===== config.mk =====
export PLATFORM = sky130hd
export DESIGN_NAME = base64_codec
export DESIGN_NICKNAME = d
export VERILOG_FILES = /design/src/rtl/core/b64_pkg.sv /design/src/rtl/core/base64_codec.sv /design/src/rtl/core/b64_step.sv /design/src/rtl/core/b64_out_buf.sv
export SDC_FILE = /design/constraint.sdc
export NUM_CORES = 1
export LEC_CHECK = 0
export ABC_AREA = 1
export ABC_CLOCK_PERIOD_IN_PS = 3050
export BUFFER_PORTS_ARGS = -buffer_cell sky130_fd_sc_hd__clkbuf_2
export CAP_MARGIN = 20
export CORE_AREA = 2 2 105 107
export CTS_BUF_LIST = sky130_fd_sc_hd__clkbuf_2 sky130_fd_sc_hd__clkbuf_4 sky130_fd_sc_hd__clkbuf_8
export DETAILED_ROUTE_END_ITERATION = 16
export DIE_AREA = 0 0 107 109
export PLACE_DENSITY_LB_ADDON = 0.05
export SYNTH_ARGS = -nofsm -noshare
export SYNTH_HDL_FRONTEND = slang
export SYNTH_SLANG_ARGS = --single-unit
export TNS_END_PERCENT = 5

===== constraint.sdc =====
create_clock -name aclk -period 3.05 [get_ports aclk]
set_input_delay 0.61 -clock aclk [delete_from_list [all_inputs] [get_ports aclk]]
set_output_delay 0.61 -clock aclk [all_outputs]
set_load 0.1 [all_outputs]

===== src/rtl/core/b64_pkg.sv =====
`timescale 1ns / 1ps

package b64_pkg;

    localparam int NumSlots = 4;
    localparam int CntW     = 3;

    localparam logic [7:0] ChEq    = 8'h3D;
    localparam logic [7:0] ChPlus  = 8'h2B;
    localparam logic [7:0] ChSlash = 8'h2F;
    localparam logic [7:0] ChSpace = 8'h20;
    localparam logic [7:0] ChTab   = 8'h09;
    localparam logic [7:0] ChCr    = 8'h0D;
    localparam logic [7:0] ChLf    = 8'h0A;

    localparam logic ModeEncode = 1'b0;
    localparam logic ModeDecode = 1'b1;

    typedef struct packed {
        logic [7:0] value;
        logic       valid;
        logic       error;
        logic       last;
    } result_t;

    typedef result_t [NumSlots-1:0] slots_t;

    typedef struct packed {
        slots_t            items;
        logic [CntW-1:0]   count;
    } step_out_t;

    typedef struct packed {
        logic [1:0] phase;
        logic [5:0] carry;
        logic       pad_seen;
        logic       err_seen;
    } codec_state_t;

    typedef struct packed {
        logic       ok;
        logic [5:0] val;
    } sextet_t;

    function automatic logic [7:0] sextet_char(input logic [5:0] s);
        logic [7:0] c;
        if (s < 6'd26) begin
            c = 8'h41 + {2'b00, s};
        end else if (s < 6'd52) begin
            c = 8'h61 + {2'b00, s} - 8'd26;
        end else if (s < 6'd62) begin
            c = 8'h30 + {2'b00, s} - 8'd52;
        end else if (s == 6'd62) begin
            c = ChPlus;
        end else begin
            c = ChSlash;
        end
        return c;
    endfunction

    function automatic sextet_t char_sextet(input logic [7:0] c);
        sextet_t r;
        r.ok  = 1'b1;
        r.val = 6'd0;
        if (c >= 8'h41 && c <= 8'h5A) begin
            r.val = 6'(c - 8'h41);
        end else if (c >= 8'h61 && c <= 8'h7A) begin
            r.val = 6'(c - 8'h61 + 8'd26);
        end else if (c >= 8'h30 && c <= 8'h39) begin
            r.val = 6'(c - 8'h30 + 8'd52);
        end else if (c == ChPlus) begin
            r.val = 6'd62;
        end else if (c == ChSlash) begin
            r.val = 6'd63;
        end else begin
            r.ok = 1'b0;
        end
        return r;
    endfunction

endpackage


===== src/rtl/core/base64_codec.sv =====
`timescale 1ns / 1ps
// the first result word is on the m_ side in the cycle after the input word is taken
// each input word yields 0 to 4 result words, held in a 4-slot buffer and sent one per cycle
// while m_tready is high; throughput: one input word per cycle while each yields at most one
// result, else one per result word sent (encode: 4 words per 3 bytes, up to 4 on a flush)
// reset: synchronous active low aresetn clears mode to encode, the group state and the buffer's word count

module base64_codec (
    input  logic       aclk,
    input  logic       aresetn,
    input  logic       cfg_wr_en,
    input  logic       cfg_wr_data,    // mode: 0 encode, 1 decode
    input  logic       s_tvalid,
    output logic       s_tready,
    input  logic [7:0] s_tdata,        // in_value
    input  logic       s_tlast,
    output logic       m_tvalid,
    input  logic       m_tready,
    output logic [7:0] m_tdata,        // out_value
    output logic [1:0] m_tuser,        // out_valid, out_error
    output logic       m_tlast
);
    import b64_pkg::*;

    logic         mode_reg, mode_next;
    codec_state_t st_reg, st_next, st_step;
    step_out_t    step_res;
    result_t      head;
    logic         accept;

    b64_step u_step (
        .mode     (mode_reg),
        .st       (st_reg),
        .in_value (s_tdata),
        .in_last  (s_tlast),
        .res      (step_res),
        .st_next  (st_step)
    );

    b64_out_buf u_buf (
        .aclk       (aclk),
        .aresetn    (aresetn),
        .load_valid (s_tvalid),
        .load_ready (s_tready),
        .load_data  (step_res),
        .m_tvalid   (m_tvalid),
        .m_tready   (m_tready),
        .m_head     (head)
    );

    assign accept  = s_tvalid && s_tready;
    assign m_tdata = head.value;
    assign m_tuser = {head.error, head.valid};
    assign m_tlast = head.last;

    always_comb begin
        mode_next = mode_reg;
        st_next   = st_reg;
        if (cfg_wr_en) begin
            mode_next = cfg_wr_data;
            st_next   = '0;
        end else if (accept) begin
            st_next = st_step;
        end
    end

    always_ff @(posedge aclk) begin
        if (!aresetn) begin
            mode_reg <= ModeEncode;
            st_reg   <= '0;
        end else begin
            mode_reg <= mode_next;
            st_reg   <= st_next;
        end
    end

endmodule


===== src/rtl/core/b64_step.sv =====
`timescale 1ns / 1ps

module b64_step (
    input  logic                  mode,
    input  b64_pkg::codec_state_t st,
    input  logic [7:0]            in_value,
    input  logic                  in_last,
    output b64_pkg::step_out_t    res,
    output b64_pkg::codec_state_t st_next
);
    import b64_pkg::*;

    logic [CntW-1:0] n;
    logic            ws;
    sextet_t         sx;
    result_t         r;

    always_comb begin
        res     = '0;
        st_next = st;
        n       = '0;
        r       = '0;
        ws      = (in_value == ChSpace) || (in_value == ChTab) ||
                  (in_value == ChCr) || (in_value == ChLf);
        sx      = char_sextet(in_value);

        if (mode == ModeEncode) begin
            r.valid = 1'b1;
            case (st.phase)
                2'd1: begin
                    r.value = sextet_char({st.carry[1:0], in_value[7:4]});
                    res.items[0] = r;
                    n = 3'd1;
                    st_next.carry = {2'b00, in_value[3:0]};
                    st_next.phase = 2'd2;
                end
                2'd2: begin
                    r.value = sextet_char({st.carry[3:0], in_value[7:6]});
                    res.items[0] = r;
                    r.value = sextet_char(in_value[5:0]);
                    res.items[1] = r;
                    n = 3'd2;
                    st_next.carry = '0;
                    st_next.phase = 2'd0;
                end
                default: begin
                    r.value = sextet_char(in_value[7:2]);
                    res.items[0] = r;
                    n = 3'd1;
                    st_next.carry = {4'b0000, in_value[1:0]};
                    st_next.phase = 2'd1;
                end
            endcase
            if (in_last) begin
                // flush leftover bits and pad the group to four characters
                if (st_next.phase == 2'd1) begin
                    r.value = sextet_char({st_next.carry[1:0], 4'b0000});
                    res.items[1] = r;
                    r.value = ChEq;
                    res.items[2] = r;
                    res.items[3] = r;
                    n = 3'd4;
                end else if (st_next.phase == 2'd2) begin
                    r.value = sextet_char({st_next.carry[3:0], 2'b00});
                    res.items[1] = r;
                    r.value = ChEq;
                    res.items[2] = r;
                    n = 3'd3;
                end
            end
        end else begin
            if (!st.err_seen && !st.pad_seen && !ws) begin
                if (in_value == ChEq) begin
                    st_next.pad_seen = 1'b1;
                end else if (!sx.ok) begin
                    r.error = 1'b1;
                    res.items[0] = r;
                    n = 3'd1;
                    st_next.err_seen = 1'b1;
                end else begin
                    r.valid = 1'b1;
                    case (st.phase)
                        2'd0: begin
                            st_next.carry = sx.val;
                            st_next.phase = 2'd1;
                        end
                        2'd1: begin
                            r.value = {st.carry, sx.val[5:4]};
                            res.items[0] = r;
                            n = 3'd1;
                            st_next.carry = {2'b00, sx.val[3:0]};
                            st_next.phase = 2'd2;
                        end
                        2'd2: begin
                            r.value = {st.carry[3:0], sx.val[5:2]};
                            res.items[0] = r;
                            n = 3'd1;
                            st_next.carry = {4'b0000, sx.val[1:0]};
                            st_next.phase = 2'd3;
                        end
                        default: begin
                            r.value = {st.carry[1:0], sx.val};
                            res.items[0] = r;
                            n = 3'd1;
                            st_next.carry = '0;
                            st_next.phase = 2'd0;
                        end
                    endcase
                end
            end
            // marker word so the last item always shows up at the output
            if (in_last && n == 3'd0) begin
                res.items[0] = '0;
                n = 3'd1;
            end
        end

        if (in_last) begin
            res.items[2'(n - 3'd1)].last = 1'b1;
            st_next = '0;
        end
        res.count = n;
    end

endmodule


===== src/rtl/core/b64_out_buf.sv =====
`timescale 1ns / 1ps

module b64_out_buf (
    input  logic               aclk,
    input  logic               aresetn,
    input  logic               load_valid,
    output logic               load_ready,
    input  b64_pkg::step_out_t load_data,
    output logic               m_tvalid,
    input  logic               m_tready,
    output b64_pkg::result_t   m_head
);
    import b64_pkg::*;

    slots_t          slot_reg, slot_next;
    logic [CntW-1:0] cnt_reg, cnt_next;
    logic            pop;
    logic            load;

    assign m_tvalid   = (cnt_reg != '0);
    assign pop        = m_tvalid && m_tready;
    // take a new item when empty or while the final word of the previous one leaves
    assign load_ready = (cnt_reg == '0) || ((cnt_reg == CntW'(1)) && m_tready);
    assign load       = load_valid && load_ready;
    assign m_head     = slot_reg[0];

    always_comb begin
        slot_next = slot_reg;
        cnt_next  = cnt_reg;
        if (load) begin
            slot_next = load_data.items;
            cnt_next  = load_data.count;
        end else if (pop) begin
            slot_next = {result_t'('0), slot_reg[NumSlots-1:1]};
            cnt_next  = cnt_reg - CntW'(1);
        end
    end

    always_ff @(posedge aclk) begin
        if (!aresetn) begin
            cnt_reg <= '0;
        end else begin
            cnt_reg <= cnt_next;
        end
    end

    always_ff @(posedge aclk) begin
        slot_reg <= slot_next;
    end

    a_cnt_range: assert property (@(posedge aclk) disable iff (!aresetn)
        cnt_reg <= CntW'(NumSlots))
        else $error("word count out of range");

    a_last_final: assert property (@(posedge aclk) disable iff (!aresetn)
        (m_tvalid && m_head.last) |-> (cnt_reg == CntW'(1)))
        else $error("last flag on a word that is not the final one");

    a_pop_dec: assert property (@(posedge aclk) disable iff (!aresetn)
        (pop && !load) |=> (cnt_reg == $past(cnt_reg) - CntW'(1)))
        else $error("word count did not step down on a pop");

endmodule


==> results.md, run 1 <==
- Outcome: completed
- Finished Core Util: 52.3%
- Postcts setup bufs: 0
- Gpl congestion: 1.05
- CTS Root Buffer Type: clkbuf_8
- Port Buffers: 27
- DR WL/cell: 17.4 um
- Final Max Slew Viols: 0
- Busiest grt layer: met2
- Slowest CP cell: dfxtp_1
- Setup crit end kind: flop
- Vias/cell: 5.69
- Iter 0 DRT Violations: 571
- Num CTS Buffers: 5
- Die area: 11700 um2
- Worst stage delay on the critical path: 0.41 ns
- Tightest Hold Check Type: flop to flop
- Skew final: 0.0145 ns
- Rel. slew slack: 62.4%
- Final Setup Violations: 0
- Cell Rows: 38
- Worst path bufs/invs: 2
- Post-Syn Area: 5190 um2
- Hpwl dp: 13.4 mm
- Total inserted antenna cells: 0
- Max-Cap Viols: 0
- Die W: 107 um
- Critical path class: flop to flop
- Commonest non-fill, non-tap cell in the layout: nand2_1
- Met3 usage in global routing: 3.29%
- CTS resizes: 0
- Max reg flops: 14
- Synth cell types: 45
- Filler cell count: 1108
- Setup crit start kind: flop
- Setup TNS: 0 ns
- Register Area: 1030 um2
- Worst-margin pin slew: 0.566 ns
- Pwr/cell area: 599 nW/um2
- Seq/Total Area, Yosys: 19.9%
- WP data required: 3.21 ns
- Core area: 10600 um2
- DR pass1 iterations: 6
- RSZ-0062 raised after global routing: no
- Fin nets: 907
- Most frequent cells in the layout: nand2_1, nand3_1, inv_1
- Area delta synth->final: 6.92%
- Post-CTS Hold Fix Bufs: 0
- Synth warnings: 0
- Total global routing overflow: 0
- Mapped Nets: 886
- Min Tclk post-route: 2.69 ns
- Multi-input logic area: 3550 um2
- IO Count: 28
- Leakage: 0.00262 uW
- First-pass GRT wire length: 27.3 mm
- CP startpoint: st_reg[8]
- Met2 usage: 48.4%
- CP Max Fanout: 5
- Worst-Skew Late Latency: 0.30 ns
- Synthesized instance count: 829
- Max Freq: 372 MHz
- Final WL: 17.2 mm
- Worst path most repeated cell: nand2_1
- Die Y: 109 um
- R2R setup slack: 0.36 ns
- Initial antenna violation count: 0
- CP Cell Sequence: inv_1, ha_1, nand2_1, inv_1, nand2_1, ha_1, nand2_1, nand2_1, o21ai_1, nand2_1, nand2_1, a21oi_1, a211oi_1, nand2_1, nand2_1
- Clock slew at reported path FFs: 0.08 ns
- Crit Reg-Reg Startpoint: st_reg[8]
- Initial core utilization: 49.0%
- Number of vias in the routed layout: 5642
- Hold_sp: st_reg[1]
- Number of synthesized flops with an enable pin: 25
- Peak VDD IR: 0.742 mV
- DR DRC count: 0
- CP arrival: 2.85 ns
- CTS sink cnt: 39
- Final hold vios: 0
- Vias in the first global route: 5172
- CP top delay family: simple AND/OR/NAND/NOR gates
- CTS tree: built
- Final ANT Viol Nets: 0
- Largest net degree at the start of global routing: 29
- Tcrit/Tclk final: 88.1%
- Total global-route track usage: 30.0%
- Post-synth top flop: edfxtp_1
- Met1 global-route usage: 43.2%
- FF+latch count, synth: 39
- Clock tree buffer depth: 2
- Layout cell share with drive strength beyond 1: 12.6%
- Syn_area_per_cell: 6.26 um2
- H-tree depth: 2
- Async S/R FF share, synth: 0%
==> area by class of cell <==
| type | count | share of cell area, % |
|---|---|---|
| Clock inverter | 1 | 0.0902 |
| Sequential cell | 39 | 18.6 |
| Timing Repair Buffer | 45 | 5.23 |
| Tap cell | 140 | 3.16 |
| Multi-Input combinational cell | 654 | 64.0 |
| Clock buffer | 7 | 1.62 |
| Inverter | 105 | 7.33 |
==> kinds of logic after synthesis <==
kind of cell	synth area share (%)
xor+xnor	3.04
compound gates	16.9
simple gates	38.3
flops	19.9
fa+ha+maj	10.1
buf+inv	11.7
==> metrics by stage <==
step | instance area (um2) | power, uW | hold slack, ns | setup slack [ns] | cells
CTS | 5520 | 3260 | 0.469 | 0.421 | 990
floorplan | 5190 | 2540 | 0.435 | 0.0903 | 829
global placement | 5430 | 2870 | 0.449 | 0.215 | 982
detailed placement | 5430 | 2890 | 0.459 | 0.254 | 982
global route | 5550 | 3520 | 0.504 | 0.188 | 991
finish | 5550 | 3320 | 0.466 | 0.363 | 991
==> where the power goes <==
group	switching [uW]	internal, uW	leakage [uW]
Sequential	82.0	845	0.000370
Clock	185	191	0.0000517
Combinational	1580	442	0.00220
Total	1840	1480	0.00262
==> worst register-to-register path, delay by kind of cell, from the launching register on <==
kind,cells,cell delay (ns)
DFF,1,0.41
and+or+nand+nor,8,0.85
AOI/OAI and AO/OA,3,0.45
buffers and inverters,2,0.29
adders and majority gates,2,0.55
==> synth_stat cells, drive strengths merged, types with 3 or more instances <==
master,number,area share [%]
nand4,13,1.9
o21ai,59,6.2
o22ai,3,0.36
inv,102,7.6
edfxtp,25,14
a21boi,4,0.58
a21oi,58,6.0
nor2,79,6.4
nand2,251,20
clkinv,3,0.22
xor2,13,2.2
nand3,93,9.6
o211ai,10,1.4
clkbuf,6,0.43
buf,25,3.4
nor3,7,0.67
xnor2,5,0.84
ha,42,10
a31oi,4,0.48
dfxtp,14,5.4
==> final timing paths <==
kind	end	cells after the start
max	u_buf.slot_reg[17]	15
min	st_reg[1]	2
max reg2reg	u_buf.slot_reg[17]	15
min reg2reg	st_reg[1]	2
==> routing by layer <==
metal | up-vias | part of all wire (%)
met5 | - | 0
met4 | 0 | 1.7
met3 | 30 | 7.7
met2 | 277 | 45
met1 | 2578 | 46
li1 | 2757 | -
Power figures use the tool's default switching activity.
==> run 2, diff against run 1 <==
ABC_AREA = unset   (was 1)
ABC_CLOCK_PERIOD_IN_PS = unset   (was 3050)
CORE_AREA = 2 2 103 105   (was 2 2 105 107)
DIE_AREA = 0 0 105 107   (was 0 0 107 109)
==> results.md, run 2 <==
- Core area: 10100 um2 (-4.8%)
- Placed cell count: 814 (-17%)
- IO Count: 28 (unchanged)
- DR pass1 iterations: 5 (-1)
- Reg2Reg Depth: 13 (-2)
- Post-CTS Hold Fix Bufs: 0 (unchanged)
- Num CTS Buffers: 5 (unchanged)
- Number of synthesized flops with an enable pin: 25 (unchanged)
- Slowest CP cell: or4b_2
- Crit Reg-Reg Startpoint: st_reg[8]
- Worst hold path depth: 2 (unchanged)
- Comb pwr share: 60.9% (about the same)
- Total global-route track usage: 28.7% (-1.2 points)
- Post-Syn Area: 4930 um2 (-5.1%)
- Min Tclk post-route: 2.76 ns (+0.0757 ns)
- Commonest non-fill, non-tap cell in the layout: nand2_1
- Max-Cap Viols: 0 (unchanged)
- Post-synth top flop: edfxtp_1
- Post-synth top area share: 15.2% (-1.5 points)
- Total global routing overflow: 0 (unchanged)
- Total inserted antenna cells: 0 (unchanged)
- Tightest Hold Check Type: flop to flop
- Iter 0 DRT Violations: 451 (-21%)
- RSZ-0062 raised after global routing: no
- Seq pwr share: 26.5% (-1.4 points)
- Top cells by area, synth: edfxtp_1, ha_1, dfxtp_1, nand2_1, a21oi_1
- CTS Root Buffer Type: clkbuf_8
- Leakage: 0.00216 uW (-17%)
- Skew final: 0.00536 ns (-0.00917 ns)
- Pint: 1670 uW (+13%)
- CP arrival: 2.80 ns (-0.05 ns)
- Pwr/cell area: 638 nW/um2 (+6.5%)
- Die area: 11200 um2 (-3.7%)
- Setup crit start kind: input port
- CP Cell Sequence: clkbuf_2, clkinv_1, ha_1, buf_4, a21o_1, a21oi_1, buf_4, or4b_2, a21oi_1, a311oi_1, a21oi_1, o311ai_1
- Cell taking the most area after synthesis: edfxtp_1
- Gpl congestion: 0.991 (-6.1%)
- Largest net degree at the start of global routing: 27 (-6.9%)
- Most frequent cells in the layout: nand2_1, buf_4, a21oi_1
- Mapped Nets: 703 (-21%)
- Rel. slew slack: 53.7% (-8.7 points)
- Vias in the first global route: 4677 (-9.6%)
- Final Max Slew Viols: 0 (unchanged)
- Most common cell in the synthesized netlist: nand2_1
- Fin nets: 743 (-18%)
- Filler cell count: 1001 (-9.7%)
- DR WL/cell: 19.7 um (+13%)
- Number of vias in the routed layout: 5156 (-8.6%)
- Switching share of total power: 53.3% (-2.2 points)
- Final instance area: 5610 um2 (+0.99%)
- DR DRC count: 0 (unchanged)
- Port Buffers: 27 (unchanged)
- Clock tree buffer depth: 2 (unchanged)
- Postcts setup bufs: 0 (unchanged)
- Final Setup Violations: 0 (unchanged)
- Initial antenna violation count: 0 (unchanged)
- WP data required: 3.08 ns (-0.13 ns)
- Most frequent cells after synthesis: nand2_1, a21oi_1, o21ai_0
- CTS tree: built
- Layout cell share with drive strength beyond 1: 17.0% (+4.5 points)
- Worst-Skew Late Latency: 0.30 ns (about the same)
- First-pass GRT wire length: 25.7 mm (-5.8%)
- R2r endpoint: u_buf.slot_reg[16]
- Worst path most repeated cell: a21oi_1
- Power share of the clock group: 12.6% (+1.3 points)
- Switching Power: 1910 uW (+3.4%)
- Worst stage delay on the critical path: 0.64 ns (+0.23 ns)
- FF+latch count, synth: 39 (unchanged)
- Synthesized instance count: 646 (-22%)
- Max Freq: 362 MHz (-2.7%)
- Hold EP: st_reg[6]
- Setup TNS: 0 ns (unchanged)
- Hold_sp: st_reg[6]
- R2R setup slack: 0.34 ns (-0.02 ns)
- CP top delay family: compound AO/OA/AOI/OAI gates
- CTS resizes: 0 (unchanged)
- Syn_area_per_cell: 7.63 um2 (+22%)
- Hpwl dp: 12.3 mm (-8.1%)
- Initial core utilization: 48.8% (-0.14 points)
- Seq/Total Area, Yosys: 20.9% (+1.1 points)
- Die W: 105 um (-1.9%)
- Worst-margin pin slew: 0.694 ns (+0.128 ns)
- Final hold vios: 0 (unchanged)
- Die Y: 107 um (-1.8%)
- Peak VDD IR: 0.609 mV (-18%)
- Synth cell types: 75 (+67%)
- Cell Rows: 37 (-2.6%)
- Vias/cell: 6.26 (+10%)
- Final WL: 16.2 mm (-6.0%)
- Critical path class: input port to flop
- CTS sink cnt: 39 (unchanged)
- H-tree depth: 2 (unchanged)
- Synth warnings: 0 (unchanged)
- Outcome: completed
- Final ANT Viol Nets: 0 (unchanged)
- Cell area after placement: 5470 um2 (+0.69%)
- Async S/R FF share, synth: 0% (unchanged)
- Setup crit end kind: flop
- Tcrit/Tclk final: 90.6% (+2.5 points)
- CP Max Fanout: 16 (+11)
- Worst path bufs/invs: 4 (+2)
- Layout Cells excl Fill: 823 (-17%)
- Clock slew at reported path FFs: 0.08 ns (about the same)
- Max reg flops: 14 (unchanged)
- Area delta synth->final: 13.8%
==> run 2: logic make-up after synthesis <==
group	Yosys count	share of synthesized area, %
xor+xnor	29	5.15
compound gates	231	32.3
simple gates	210	21.4
mux	9	1.85
buf+inv	86	7.69
flops	39	20.9
fa+ha+maj	42	10.7
==> run 2: stage by stage <==
step	util (%)	hold WS, ns	total power [uW]	setup slack (ns)
finish	55.5	0.486	3570	0.287
global route	55.5	0.502	3750	0.158
CTS	55.3	0.485	3520	0.320
detailed placement	54.2	0.466	3070	0.00330
global placement	54.2	0.454	3050	0.0411
floorplan	-	0.437	2640	-0.0177
==> run 2: area by class of cell <==
type                       instances  area [um2]  share of cell area, %
tap                              136         170                   3.04
clock buffer                       5        68.8                   1.23
timing repair buffer              90         653                   11.7
inverter                          29         109                   1.94
multi-input combinational        521        3530                   63.0
clock inverter                     3        43.8                  0.781
sequential                        39        1030                   18.4
==> run 2: worst reg2reg max path, delay by kind of cell (launching register included) <==
family / cells / cell delay [ns]
compound gates: 2 / 0.39
xor+xnor: 1 / 0.15
fa+ha+maj: 2 / 0.58
buf+inv: 2 / 0.23
flops: 1 / 0.44
simple gates: 6 / 0.72
==> run 2: how the worst max path moves through the flow <==
stage / startpoint / to / slack (ns) / cells after the start
finish: s_tdata[4] / u_buf.m_head[3] / 0.29 / 12
global route: s_tdata[7] / u_buf.m_head[3] / 0.16 / 10
CTS: s_tdata[4] / u_buf.m_head[3] / 0.32 / 12
floorplan: s_tdata[7] / u_buf.m_head[4] / -0.02 / 12
global placement: s_tdata[5] / u_buf.m_head[3] / 0.04 / 11
detailed placement: s_tdata[4] / u_buf.m_head[3] / 0.003 / 12
==> run 2: power groups by stage <==
| stage | sequential (uW) | combinational, uW | clock [uW] |
|---|---|---|---|
| CTS | 950 | 2110 | 454 |
| global placement | 956 | 2090 | 0 |
| detailed placement | 963 | 2100 | 0 |
| global route | 964 | 2310 | 475 |
| floorplan | 968 | 1670 | 0 |
| finish | 947 | 2180 | 451 |
==> run 2: routing by layer <==
metal,track usage (%),share of wire (%)
met5,0,0
met4,4.86,1.2
met3,2.25,6.6
met2,46.7,47
met1,42.2,45
